File: src/rtl/ple_pkg.sv
// shared types and codes for the positional list engine
package ple_pkg;

   localparam int CAPACITY_DEF = 16;
   localparam int MODE_W       = 3;
   localparam int DATA_W       = 32;
   localparam int POS_W        = 4;
   localparam int COUNT_W      = 5;
   localparam int STATUS_W     = 2;

   typedef enum logic [MODE_W-1:0] {
      MODE_INS_AT    = 3'd0,
      MODE_INS_FRONT = 3'd1,
      MODE_INS_BACK  = 3'd2,
      MODE_REM_AT    = 3'd3,
      MODE_REM_FRONT = 3'd4,
      MODE_REM_BACK  = 3'd5,
      MODE_READ      = 3'd6,
      MODE_NONE      = 3'd7
   } mode_type;

   typedef enum logic [STATUS_W-1:0] {
      ST_OK    = 2'd0,
      ST_FULL  = 2'd1,
      ST_EMPTY = 2'd2,
      ST_RANGE = 2'd3
   } status_type;

endpackage

File: src/rtl/positional_list_engine_unit.sv
// positional list engine top level: command decode, cell row and result register
// the result strobe rises in the cycle after the transfer of a command
// throughput: one command per cycle, and no operation stalls
// the whole row of cells shifts in parallel on insert and remove
// busy is held low; the receiver cannot stall results
// reset clears the entry count and the result strobe; entry contents stay undefined
module positional_list_engine_unit #(
   parameter int CAPACITY = ple_pkg::CAPACITY_DEF
) (
   input  logic                         clock,
   input  logic                         reset,
   input  logic                         start,
   output logic                         busy,
   input  logic [ple_pkg::MODE_W-1:0]   req_mode,
   input  logic [ple_pkg::DATA_W-1:0]   req_data_in,
   input  logic [ple_pkg::POS_W-1:0]    req_position,
   output logic                         rsp_valid,
   output logic [ple_pkg::DATA_W-1:0]   rsp_data_out,
   output logic [ple_pkg::COUNT_W-1:0]  rsp_entry_count,
   output logic [ple_pkg::STATUS_W-1:0] rsp_status
);
   import ple_pkg::*;

   localparam int CNT_W = $clog2(CAPACITY + 1);
   localparam int CMP_W = (CNT_W > POS_W) ? CNT_W : POS_W;

   logic [CNT_W-1:0]  count_ff;
   logic [CNT_W-1:0]  count_in;
   logic              rsp_valid_ff;
   logic [DATA_W-1:0] rsp_data_ff;
   logic [DATA_W-1:0] rsp_data_in;
   logic [COUNT_W-1:0] rsp_count_ff;
   logic [COUNT_W-1:0] rsp_count_in;
   status_type        rsp_status_ff;
   status_type        status;

   logic              accept;
   mode_type          mode;
   logic [CMP_W-1:0]  count_ext;
   logic [CMP_W-1:0]  pos_ext;
   logic [CMP_W-1:0]  at_pos;
   logic              is_insert;
   logic              is_remove;
   logic              is_read;
   logic              full;
   logic              empty;
   logic              insert_en;
   logic              remove_en;
   logic [DATA_W-1:0] sel_data;
   logic [CNT_W+COUNT_W-1:0] count_wide;

   logic [DATA_W-1:0] cell_q [CAPACITY];

   assign busy      = 1'b0;
   assign accept    = start && !busy;
   assign mode      = mode_type'(req_mode);
   assign count_ext = CMP_W'(count_ff);
   assign pos_ext   = CMP_W'(req_position);
   assign full      = (count_ff == CNT_W'(CAPACITY));
   assign empty     = (count_ff == '0);

   always_comb begin
      at_pos    = pos_ext;
      is_insert = 1'b0;
      is_remove = 1'b0;
      is_read   = 1'b0;
      unique case (mode)
         MODE_INS_AT: begin
            is_insert = 1'b1;
         end
         MODE_INS_FRONT: begin
            is_insert = 1'b1;
            at_pos    = '0;
         end
         MODE_INS_BACK: begin
            is_insert = 1'b1;
            at_pos    = count_ext;
         end
         MODE_REM_AT: begin
            is_remove = 1'b1;
         end
         MODE_REM_FRONT: begin
            is_remove = 1'b1;
            at_pos    = '0;
         end
         MODE_REM_BACK: begin
            is_remove = 1'b1;
            at_pos    = CMP_W'(count_ext - 1'b1);
         end
         MODE_READ: begin
            is_read = 1'b1;
         end
         MODE_NONE: begin
            at_pos = pos_ext;
         end
         default: begin
            at_pos = pos_ext;
         end
      endcase
   end

   // empty is checked before the position for remove and read
   always_comb begin
      status = ST_OK;
      if (is_insert) begin
         priority if (full) begin
            status = ST_FULL;
         end else if (at_pos > count_ext) begin
            status = ST_RANGE;
         end
      end else if (is_remove || is_read) begin
         priority if (empty) begin
            status = ST_EMPTY;
         end else if (at_pos >= count_ext) begin
            status = ST_RANGE;
         end
      end
   end

   assign insert_en = accept && is_insert && (status == ST_OK);
   assign remove_en = accept && is_remove && (status == ST_OK);

   always_comb begin
      sel_data = '0;
      for (int i = 0; i < CAPACITY; i++) begin
         if (at_pos == CMP_W'(i)) begin
            sel_data = cell_q[i];
         end
      end
   end

   genvar g;
   generate
      for (g = 0; g < CAPACITY; g++) begin : g_cell
         logic [DATA_W-1:0] left_d;
         logic [DATA_W-1:0] right_d;
         if (g == 0) begin : g_first
            assign left_d = req_data_in;
         end else begin : g_mid_l
            assign left_d = cell_q[g-1];
         end
         // the top cell keeps its value when the row shifts down
         if (g == CAPACITY - 1) begin : g_last
            assign right_d = cell_q[g];
         end else begin : g_mid_r
            assign right_d = cell_q[g+1];
         end
         ple_cell #(
            .INDEX (g),
            .IDX_W (CMP_W)
         ) u_cell (
            .clock      (clock),
            .insert_en  (insert_en),
            .remove_en  (remove_en),
            .at_pos     (at_pos),
            .data_in    (req_data_in),
            .left_data  (left_d),
            .right_data (right_d),
            .cell_data  (cell_q[g])
         );
      end
   endgenerate

   always_comb begin
      count_in = count_ff;
      priority if (insert_en) begin
         count_in = CNT_W'(count_ff + 1'b1);
      end else if (remove_en) begin
         count_in = CNT_W'(count_ff - 1'b1);
      end
      count_wide   = {{COUNT_W{1'b0}}, count_in};
      rsp_count_in = count_wide[COUNT_W-1:0];
      rsp_data_in  = ((is_remove || is_read) && (status == ST_OK)) ? sel_data : '0;
   end

   always_ff @(posedge clock) begin
      if (reset) begin
         count_ff     <= '0;
         rsp_valid_ff <= 1'b0;
      end else begin
         if (accept) begin
            count_ff <= count_in;
         end
         rsp_valid_ff <= accept;
      end
   end

   always_ff @(posedge clock) begin
      if (accept) begin
         rsp_data_ff   <= rsp_data_in;
         rsp_count_ff  <= rsp_count_in;
         rsp_status_ff <= status;
      end
   end

   assign rsp_valid       = rsp_valid_ff;
   assign rsp_data_out    = rsp_data_ff;
   assign rsp_entry_count = rsp_count_ff;
   assign rsp_status      = rsp_status_ff;

   a_count_bound: assert property (@(posedge clock) disable iff (reset)
      count_ff <= CNT_W'(CAPACITY))
      else $error("entry count above capacity");

   a_err_keeps_count: assert property (@(posedge clock) disable iff (reset)
      (rsp_valid_ff && (rsp_status_ff != ST_OK) && !$past(reset)) |-> $stable(count_ff))
      else $error("failed command changed the entry count");

   a_count_needs_transfer: assert property (@(posedge clock) disable iff (reset)
      (!$past(reset) && (count_ff != $past(count_ff))) |-> rsp_valid_ff)
      else $error("entry count changed without a command");

   a_err_zero_data: assert property (@(posedge clock) disable iff (reset)
      (rsp_valid_ff && (rsp_status_ff != ST_OK)) |-> (rsp_data_ff == '0))
      else $error("failed command returned data");

endmodule

File: src/rtl/ple_cell.sv
// one list entry: holds, loads, or takes a neighbor's value on a shift
module ple_cell #(
   parameter int INDEX = 0,
   parameter int IDX_W = 5
) (
   input  logic                       clock,
   input  logic                       insert_en,
   input  logic                       remove_en,
   input  logic [IDX_W-1:0]           at_pos,
   input  logic [ple_pkg::DATA_W-1:0] data_in,
   input  logic [ple_pkg::DATA_W-1:0] left_data,
   input  logic [ple_pkg::DATA_W-1:0] right_data,
   output logic [ple_pkg::DATA_W-1:0] cell_data
);
   import ple_pkg::*;

   localparam logic [IDX_W-1:0] MY_IDX = IDX_W'(INDEX);

   logic [DATA_W-1:0] entry_ff;
   logic [DATA_W-1:0] entry_in;

   always_comb begin
      entry_in = entry_ff;
      priority if (insert_en && (MY_IDX == at_pos)) begin
         entry_in = data_in;
      end else if (insert_en && (MY_IDX > at_pos)) begin
         entry_in = left_data;
      end else if (remove_en && (MY_IDX >= at_pos)) begin
         entry_in = right_data;
      end
   end

   always_ff @(posedge clock) begin
      entry_ff <= entry_in;
   end

   assign cell_data = entry_ff;

endmodule

File: config.mk
export PLATFORM = sky130hd
export DESIGN_NAME = positional_list_engine_unit
export DESIGN_NICKNAME = d
export VERILOG_FILES = /design/src/rtl/ple_pkg.sv /design/src/rtl/positional_list_engine_unit.sv /design/src/rtl/ple_cell.sv
export SDC_FILE = /design/constraint.sdc
export NUM_CORES = 1
export LEC_CHECK = 0
export BUFFER_PORTS_ARGS = -buffer_cell sky130_fd_sc_hd__buf_2
export CAP_MARGIN = 25
export CORE_ASPECT_RATIO = 1.75
export CORE_MARGIN = 5
export CORE_UTILIZATION = 40
export CTS_BUF_LIST = sky130_fd_sc_hd__clkbuf_4 sky130_fd_sc_hd__clkbuf_8
export DETAILED_ROUTE_END_ITERATION = 6
export PLACE_DENSITY = 0.65
export SYNTH_ARGS = -nofsm -noshare
export SYNTH_HDL_FRONTEND = slang
export SYNTH_HIERARCHICAL = 1
export SYNTH_SLANG_ARGS = --single-unit
File: constraint.sdc
create_clock -name clock -period 43.2 [get_ports clock]
set_input_delay 12.96 -clock clock [delete_from_list [all_inputs] [get_ports clock]]
set_output_delay 12.96 -clock clock [all_outputs]
set_load 0.005 [all_outputs]
# ---- Word-level counts from Yosys, hierarchy flattened
# Index checks and enable logic that the tools add are counted.
dict set report word_totals {
  reg_bits 557
  input_bits 42
  elab_cells 244
}
dict set report classes {
  n_addsub 2
  magnitude_cmp 33
  n_eq_ne 37
  muxes 75
  reduce_logical 76
}
# operator count
set op_table {}
lappend op_table {{32-bit 2-to-1 mux} 63}
lappend op_table {{1-bit logical AND} 52}
lappend op_table {{3-bit nonzero test} 15}
lappend op_table {{4-bit by 5-bit equality test with 1-bit output (first input constant)} 8}
lappend op_table {{5-bit by 4-bit equality test with 1-bit output (second input constant)} 8}
lappend op_table {{4-bit by 5-bit > comparator with 1-bit output (first input constant)} 8}
lappend op_table {{4-bit by 5-bit >= comparator with 1-bit output (first input constant)} 7}
lappend op_table {{3-bit by 5-bit equality test with 1-bit output (first input constant)} 4}
lappend op_table {{5-bit by 3-bit equality test with 1-bit output (second input constant)} 4}
lappend op_table {{3-bit by 5-bit >= comparator with 1-bit output (first input constant)} 4}
lappend op_table {{3-bit by 5-bit > comparator with 1-bit output (first input constant)} 4}
lappend op_table {{5-bit case mux with 3 select lines} 1}
lappend op_table {{2-bit 2-to-1 mux} 6}
lappend op_table {{2-bit by 5-bit equality test with 1-bit output (first input constant)} 2}
lappend op_table {{5-bit by 2-bit equality test with 1-bit output (second input constant)} 2}
lappend op_table {{1-bit by 5-bit >= comparator with 1-bit output (first input constant)} 2}
lappend op_table {{2-bit by 5-bit >= comparator with 1-bit output (first input constant)} 2}
lappend op_table {{1-bit by 5-bit > comparator with 1-bit output (first input constant)} 2}
lappend op_table {{2-bit by 5-bit > comparator with 1-bit output (first input constant)} 2}
lappend op_table {{5-bit zero test} 2}
lappend op_table {{5-bit 2-to-1 mux} 2}
lappend op_table {{3-bit equality test (second input constant)} 3}
lappend op_table {{3-bit by 2-bit equality test with 1-bit output (second input constant)} 2}
lappend op_table {{3-bit OR reduction} 2}
lappend op_table {{other kinds (14)} 16}

# ---- Depth between registers and ports, before layout
dict set report logic_depth {
  depth_word 20
  ltp_mapped 20
  mapped_depth_nobuf 16
}

# ---- By module
# Netlist, hierarchy kept.
# module n_inst cells_each area_each_um2 seq_area_each_um2
set by_module_without_submodules {}
lappend by_module_without_submodules {positional_list_engine_unit 1 887 6503.7 1291.2}
lappend by_module_without_submodules {{ple_cell at g_cell[11].u_cell} 1 196 2398.6 960.9}
lappend by_module_without_submodules {{ple_cell at g_cell[8].u_cell} 1 224 2225.9 960.9}
lappend by_module_without_submodules {{ple_cell at g_cell[12].u_cell} 1 194 1970.6 960.9}
lappend by_module_without_submodules {{ple_cell at g_cell[2].u_cell} 1 187 1919.3 960.9}
lappend by_module_without_submodules {{ple_cell at g_cell[7].u_cell} 1 179 1869.3 960.9}
lappend by_module_without_submodules {{ple_cell at g_cell[3].u_cell} 1 142 1834.3 960.9}
lappend by_module_without_submodules {{ple_cell at g_cell[4].u_cell} 1 108 1790.5 960.9}
lappend by_module_without_submodules {{ple_cell at g_cell[6].u_cell} 1 115 1775.5 960.9}
lappend by_module_without_submodules {{ple_cell at g_cell[1].u_cell} 1 148 1751.7 960.9}
lappend by_module_without_submodules {{ple_cell at g_cell[10].u_cell} 1 118 1684.1 960.9}
lappend by_module_without_submodules {{ple_cell at g_cell[9].u_cell} 1 118 1674.1 960.9}
lappend by_module_without_submodules {{ple_cell at g_cell[13].u_cell} 1 117 1671.6 960.9}
lappend by_module_without_submodules {{ple_cell at g_cell[14].u_cell} 1 118 1651.6 960.9}
lappend by_module_without_submodules {{3 more rows} -- -- -- --}

# ---- Least setup slack after synthesis
# No wires, ideal clock.
dict set report synth_timing {
  path_kind {input port to flip-flop}
  startpoint {in req_mode[2] in the netlist's numbering}
  endpoint {reg g_cell[6].u_cell.entry_ff[0], enable pin}
  setup_ns 0.594
  arrival_ns 23.520
  path_slack_ns 19.086
  stages 12
  path_cell_list {buf_6 > or2_1 > o221a_2 > inv_2 > clkbuf_1 > ha_1 > o21a_1 > o21a_1 > o21ai_0 > nor3b_1 > nor2_1 > a2111oi_0}
}
dict set report synth_via {
  elab_chain_len 12
}
# item line_no
set synth_lines {}
lappend synth_lines {{from (decl)} positional_list_engine_unit.sv:14} ;# input logic [ple_pkg::MODE_W-1:0] req_mode,
lappend synth_lines {{3-bit equality test or 3-bit by 1-bit equality test with 1-bit output (tied branches)} positional_list_engine_unit.sv:67} ;# unique case (mode)
lappend synth_lines {{2-bit OR reduction (no line)} --}
lappend synth_lines {{5-bit case mux with 3 select lines *} positional_list_engine_unit.sv:67}
lappend synth_lines {{via at_pos[3]} positional_list_engine_unit.sv:41} ;# logic [CMP_W-1:0] at_pos;
lappend synth_lines {{5-bit >= comparator} positional_list_engine_unit.sv:114} ;# end else if (at_pos >= count_ext) begin
lappend synth_lines {{2-bit 2-to-1 mux} positional_list_engine_unit.sv:114}
lappend synth_lines {{2-bit 2-to-1 mux} positional_list_engine_unit.sv:112} ;# priority if (empty) begin
lappend synth_lines {{2-bit 2-to-1 mux} positional_list_engine_unit.sv:111} ;# end else if (is_remove || is_read) begin
lappend synth_lines {{2-bit 2-to-1 mux *} positional_list_engine_unit.sv:105} ;# if (is_insert) begin
lappend synth_lines {{2-bit zero test *} positional_list_engine_unit.sv:120} ;# assign insert_en = accept && is_insert && (status == ST_OK);
lappend synth_lines {{1-bit logical AND *} positional_list_engine_unit.sv:120}
lappend synth_lines {{via insert_en} positional_list_engine_unit.sv:47} ;# logic insert_en;
lappend synth_lines {{1-bit logical AND (on tied branches)} {ple_cell.sv:26, ple_cell.sv:24}}
lappend synth_lines {{3-bit nonzero test (no line) *} --}
lappend synth_lines {{to (signal assigned)} ple_cell.sv:34} ;# entry_ff <= entry_in;
lappend synth_lines {{to (decl)} ple_cell.sv:19} ;# logic [DATA_W-1:0] entry_ff;
# Mark *: on every way through the listed nets, which the timed path passes. The rest lies on a longest branch.
# A chain may end at the register's enable or synchronous reset.

# ---- Worst setup path after layout
dict set report layout_timing {
  startpoint {in req_mode[2] in the netlist's numbering}
  endpoint {reg g_cell[0].u_cell.entry_ff[30], data pin}
}
dict set report layout_via {
  elab_chain_len 13
}
# item line_no
set layout_lines {}
lappend layout_lines {{3-bit equality test or 3-bit by 1-bit equality test with 1-bit output (tied branches)} positional_list_engine_unit.sv:67}
lappend layout_lines {{2-bit OR reduction (no line)} --}
lappend layout_lines {{5-bit case mux with 3 select lines} positional_list_engine_unit.sv:67}
lappend layout_lines {{5-bit >= comparator} positional_list_engine_unit.sv:114}
lappend layout_lines {{2-bit 2-to-1 mux} positional_list_engine_unit.sv:114}
lappend layout_lines {{2-bit 2-to-1 mux} positional_list_engine_unit.sv:112}
lappend layout_lines {{2-bit 2-to-1 mux} positional_list_engine_unit.sv:111}
lappend layout_lines {{2-bit 2-to-1 mux} positional_list_engine_unit.sv:105}
lappend layout_lines {{2-bit zero test} positional_list_engine_unit.sv:120}
lappend layout_lines {{1-bit logical AND *} positional_list_engine_unit.sv:120}
lappend layout_lines {{via insert_en} positional_list_engine_unit.sv:47}
lappend layout_lines {{1-bit logical AND} ple_cell.sv:26} ;# end else if (insert_en && (MY_IDX > at_pos)) begin
lappend layout_lines {{32-bit 2-to-1 mux} ple_cell.sv:26}
lappend layout_lines {{32-bit 2-to-1 mux *} ple_cell.sv:24} ;# priority if (insert_en && (MY_IDX == at_pos)) begin
lappend layout_lines {{via g_cell[0].u_cell.entry_in[30]} ple_cell.sv:20} ;# logic [DATA_W-1:0] entry_in;
lappend layout_lines {{to (signal assigned)} ple_cell.sv:34}
lappend layout_lines {{to (decl)} ple_cell.sv:19}
# Marks and branches as above.

==> run summary <==
Worst Path Required: 43.66 ns
Nets: 3,163
Num CTS Buffers: 83
Worst EP arrival: 18.95 ns
share of cells above drive strength 1: 21.05%
EDFF count, synth: 551
Reg2Reg Depth: 18
Seq cells post-synth: 557
Synth Area in Compound Gates: 24.60%
Synth area leader: edfxtp_1
synth warn: 6
hpwl dp: 86,000 um
Distinct cells, synth: 112
TritonRoute pass-1 iters: 6
Clock Path Buffers: 3
critical path launch point type: input port
number of fill cells in the layout: 8,214
Worst Setup End Kind: register
combinational power share: 25.7%
Layout Cells excl Fill: 4,349
Mapped Area: 35,440 um^2
Worst-Margin Slew: 1.124 ns
Clock Pin Slew Worst Setup and Hold Paths: 0.08 ns
post-CTS setup buffers: 0
Mapped Avg Cell Area: 11.25 um^2
fmax: 54.07 MHz
sequential share of the synthesized area: 47.02%
type of the most critical hold path: reg2reg
Final Setup Violations: 0
PortBufs: 81
Cells after Synth: 3,150
Hold Startpoint: g_cell[15].u_cell/cell_data[10]$_DFFE_PP_
mux cell area share after synthesis: 6.203%
largest net degree at the start of global routing: 83
Total Routing Usage GR: 23.91%
P_leak: 12.95 nW
sink of the worst hold path: g_cell[14].u_cell/cell_data[10]$_DFFE_PP_
hold_buf cts: 0
initial antenna violation count: 14
PwrDens: 41.75 nW/um^2
Initial Utilization: 40.23%
Sw Share: 33.67%
hold_ws: 0.6034 ns
Die Width: 235.0 um
Worst slew margin: 24.78%
core box area: 88,100 um^2
outcome: finished clean
largest family of logic cells by synthesized area: compound AO/OA/AOI/OAI gates
Area Growth Syn to Fin: 7.294%
part of the power in the clock network: 29.1%
Max-Cap Viols: 0
Pint: 1.053 mW
FF-to-FF setup slack: 36.39 ns
vias in the first global route: 27,720
Synth Area in XOR/XNOR: 0.1730%
TritonCTS clock tree: built
Cell Rows: 144
Die Ht: 403.8 um
ys flop type: edfxtp_1
routability cong.: 0.9145
first-pass GRT wire length: 178,800 um
Post-Synth Simple-Gate Area: 15.97%
hold depth: 1
routed length per instance: 27.53 um
Worst-Skew Late Latency: 0.72 ns
endpoints failing hold: 0
Slew Limit Fails: 0
die area: 94,890 um^2
Routed Antenna Nets: 0
DRC violations left: 0
IO Count: 83
adder-cell area share of the yosys netlist: 0.2824%
ranking of synthesized cells by area: edfxtp_1 (47%), a221o_1 (4.9%), nand2_1 (2.4%)
PnR Total Power: 1.587 mW
share of the synthesized area in the top cell type: 46.69%
end of the worst register-to-register path: g_cell[0].u_cell/cell_data[30]$_DFFE_PP_
crit path max fanout: 82
critical setup path kind: in2reg
net count after synthesis: 3,200
Placed Cells: 4,194
H-tree level count: 3
Psw: 534.5 uW
initial drt markers: 3,362
Vias: 28,550
clk sink count: 557
Flop pwr share: 45.2%
grt total ovfl: 0
VDD IR max: 21.00 uV
CTS root buf: clkbuf_8
R2R Path Start: count_ext[0]$_SDFFE_PP0P_
Setup TNS: 0 ns
Routed Wire Length: 119,700 um
Period minus WS final: 18.49 ns
Synth async-reset ratio: 0%
crit share post-route: 42.81%
post-CTS resize count: 0
Clock Skew: 0.02678 ns
Vias per Instance: 6.564
RSZ-0062 raised after global routing: false
==> metal layers <==
layer	global-route usage, %	up-vias	wire [um]
met5	0	-	117
met3	4.261	419	9094
li1	-	12580	-
met4	12.38	18	6850
met1	26.88	13960	42520
met2	43.28	1572	61130
==> power groups by stage <==
stage | sequential (mW) | clock, mW | combinational [mW]
5_1_grt | 0.722 | 0.488 | 0.431
3_3_place_gp | 0.726 | 0 | 0.389
2_1_floorplan | 0.713 | 0 | 0.285
6_report | 0.717 | 0.462 | 0.409
4_1_cts | 0.716 | 0.470 | 0.399
3_5_place_dp | 0.727 | 0 | 0.398
==> Yosys cell counts, drive strengths merged (6+ instances only) <==
library cell,instances
xnor2,6
edfxtp,551
mux2i,82
nand2,233
nand4,7
a211oi,45
o21a,13
mux2,106
a221oi,25
o31ai,34
o22ai,105
a32oi,38
o21ai,121
nor2b,12
a2bb2oi,35
nand3b,33
and3,146
buf,189
a2111oi,6
clkbuf,114
o221ai,19
nand2b,36
a21boi,39
a221o,196
a31oi,103
o22a,14
a21oi,168
nor4,6
nor2,197
nor3,85
dfxtp,6
nor4b,36
ha,8
nor3b,10
and2,46
a22oi,63
inv,15
nand3,134
==> worst max-delay path by stage <==
stage / startpoint / to / slack [ns] / cells past startpoint
after detailed placement: req_mode[2] / g_cell[4].u_cell/cell_data[7]$_DFFE_PP_ / 23.96 / 16
after global routing: req_mode[2] / g_cell[0].u_cell/cell_data[25]$_DFFE_PP_ / 24.48 / 17
after floorplan: req_mode[2] / g_cell[6].u_cell/cell_data[0]$_DFFE_PP_ / 19.09 / 12
final: req_mode[2] / g_cell[0].u_cell/cell_data[30]$_DFFE_PP_ / 24.71 / 17
after CTS: req_mode[2] / g_cell[4].u_cell/cell_data[7]$_DFFE_PP_ / 24.76 / 16
after global placement: req_mode[1] / g_cell[4].u_cell/cell_data[5]$_DFFE_PP_ / 24.11 / 16
==> critical path: stages <==
cell,delay (ns)
buf_2,0.28
or2_1,0.25
a2bb2oi_1,0.20
and2_4,0.43
inv_4,0.31
ha_1,0.38
nor2b_1,0.14
o21a_1,0.17
o21a_1,0.18
o21a_1,0.18
o21ai_0,0.36
nor3b_2,0.23
buf_4,0.35
buf_4,0.80
nand3_2,0.79
buf_4,0.51
mux2_4,0.34
==> flip-flops by register name, indices dropped and copies added, names as in the netlist <==
name                     flops
count_ext                    5
g_cell.u_cell/cell_data    512
rsp_data_out                32
rsp_entry_count              5
rsp_status                   2
rsp_valid                    1
==> cells by family after synthesis <==
kind of cell / count (synthesis)
xor+xnor: 7
buf+inv: 318
flops: 557
mux: 191
other cells: 1
compound gates: 1067
fa+ha+maj: 8
simple gates: 1001
==> metrics by stage <==
stage	utilization, %	instance area [um^2]	setup WS (ns)
after floorplan	-	35440	19.09
after global placement	41.11	36220	24.11
after detailed placement	41.18	36280	23.96
after CTS	43.09	37960	24.76
after global routing	43.16	38020	24.48
final	43.16	38030	24.71
==> layout by cell type, fill, tap and decap left out, drive strengths merged, types with 8 or more instances in the layout <==
cell     instances
o221ai          19
buf            181
nor3b           10
nor3            85
and2            46
nand3b          33
a22oi           63
mux2i           82
inv             15
nor4b           36
a21oi          168
clkinv          35
a211oi          45
o22a            14
nand3          134
nor2b           12
o21ai          121
a2bb2oi         35
and3           146
edfxtp         551
ha               8
a32oi           38
o21a            13
clkbuf         109
nor2           197
o31ai           34
nand2b          36
a221oi          25
a31oi          103
nand2          233
mux2           106
a21boi          39
o22ai          105
a221o          196
==> final cells by class <==
type,count,area (um^2),share of cell area [%]
inverter,15,68.82,0.1810
clock inverter,41,291.5,0.7666
timing repair buffer,181,1232,3.241
antenna,3,7.507,0.01974
tap,1168,1461,3.843
clock buffer,109,1388,3.649
sequential,557,16670,43.83
multi-input combinational,2275,16910,44.47
Power figures use the tool's default switching activity.
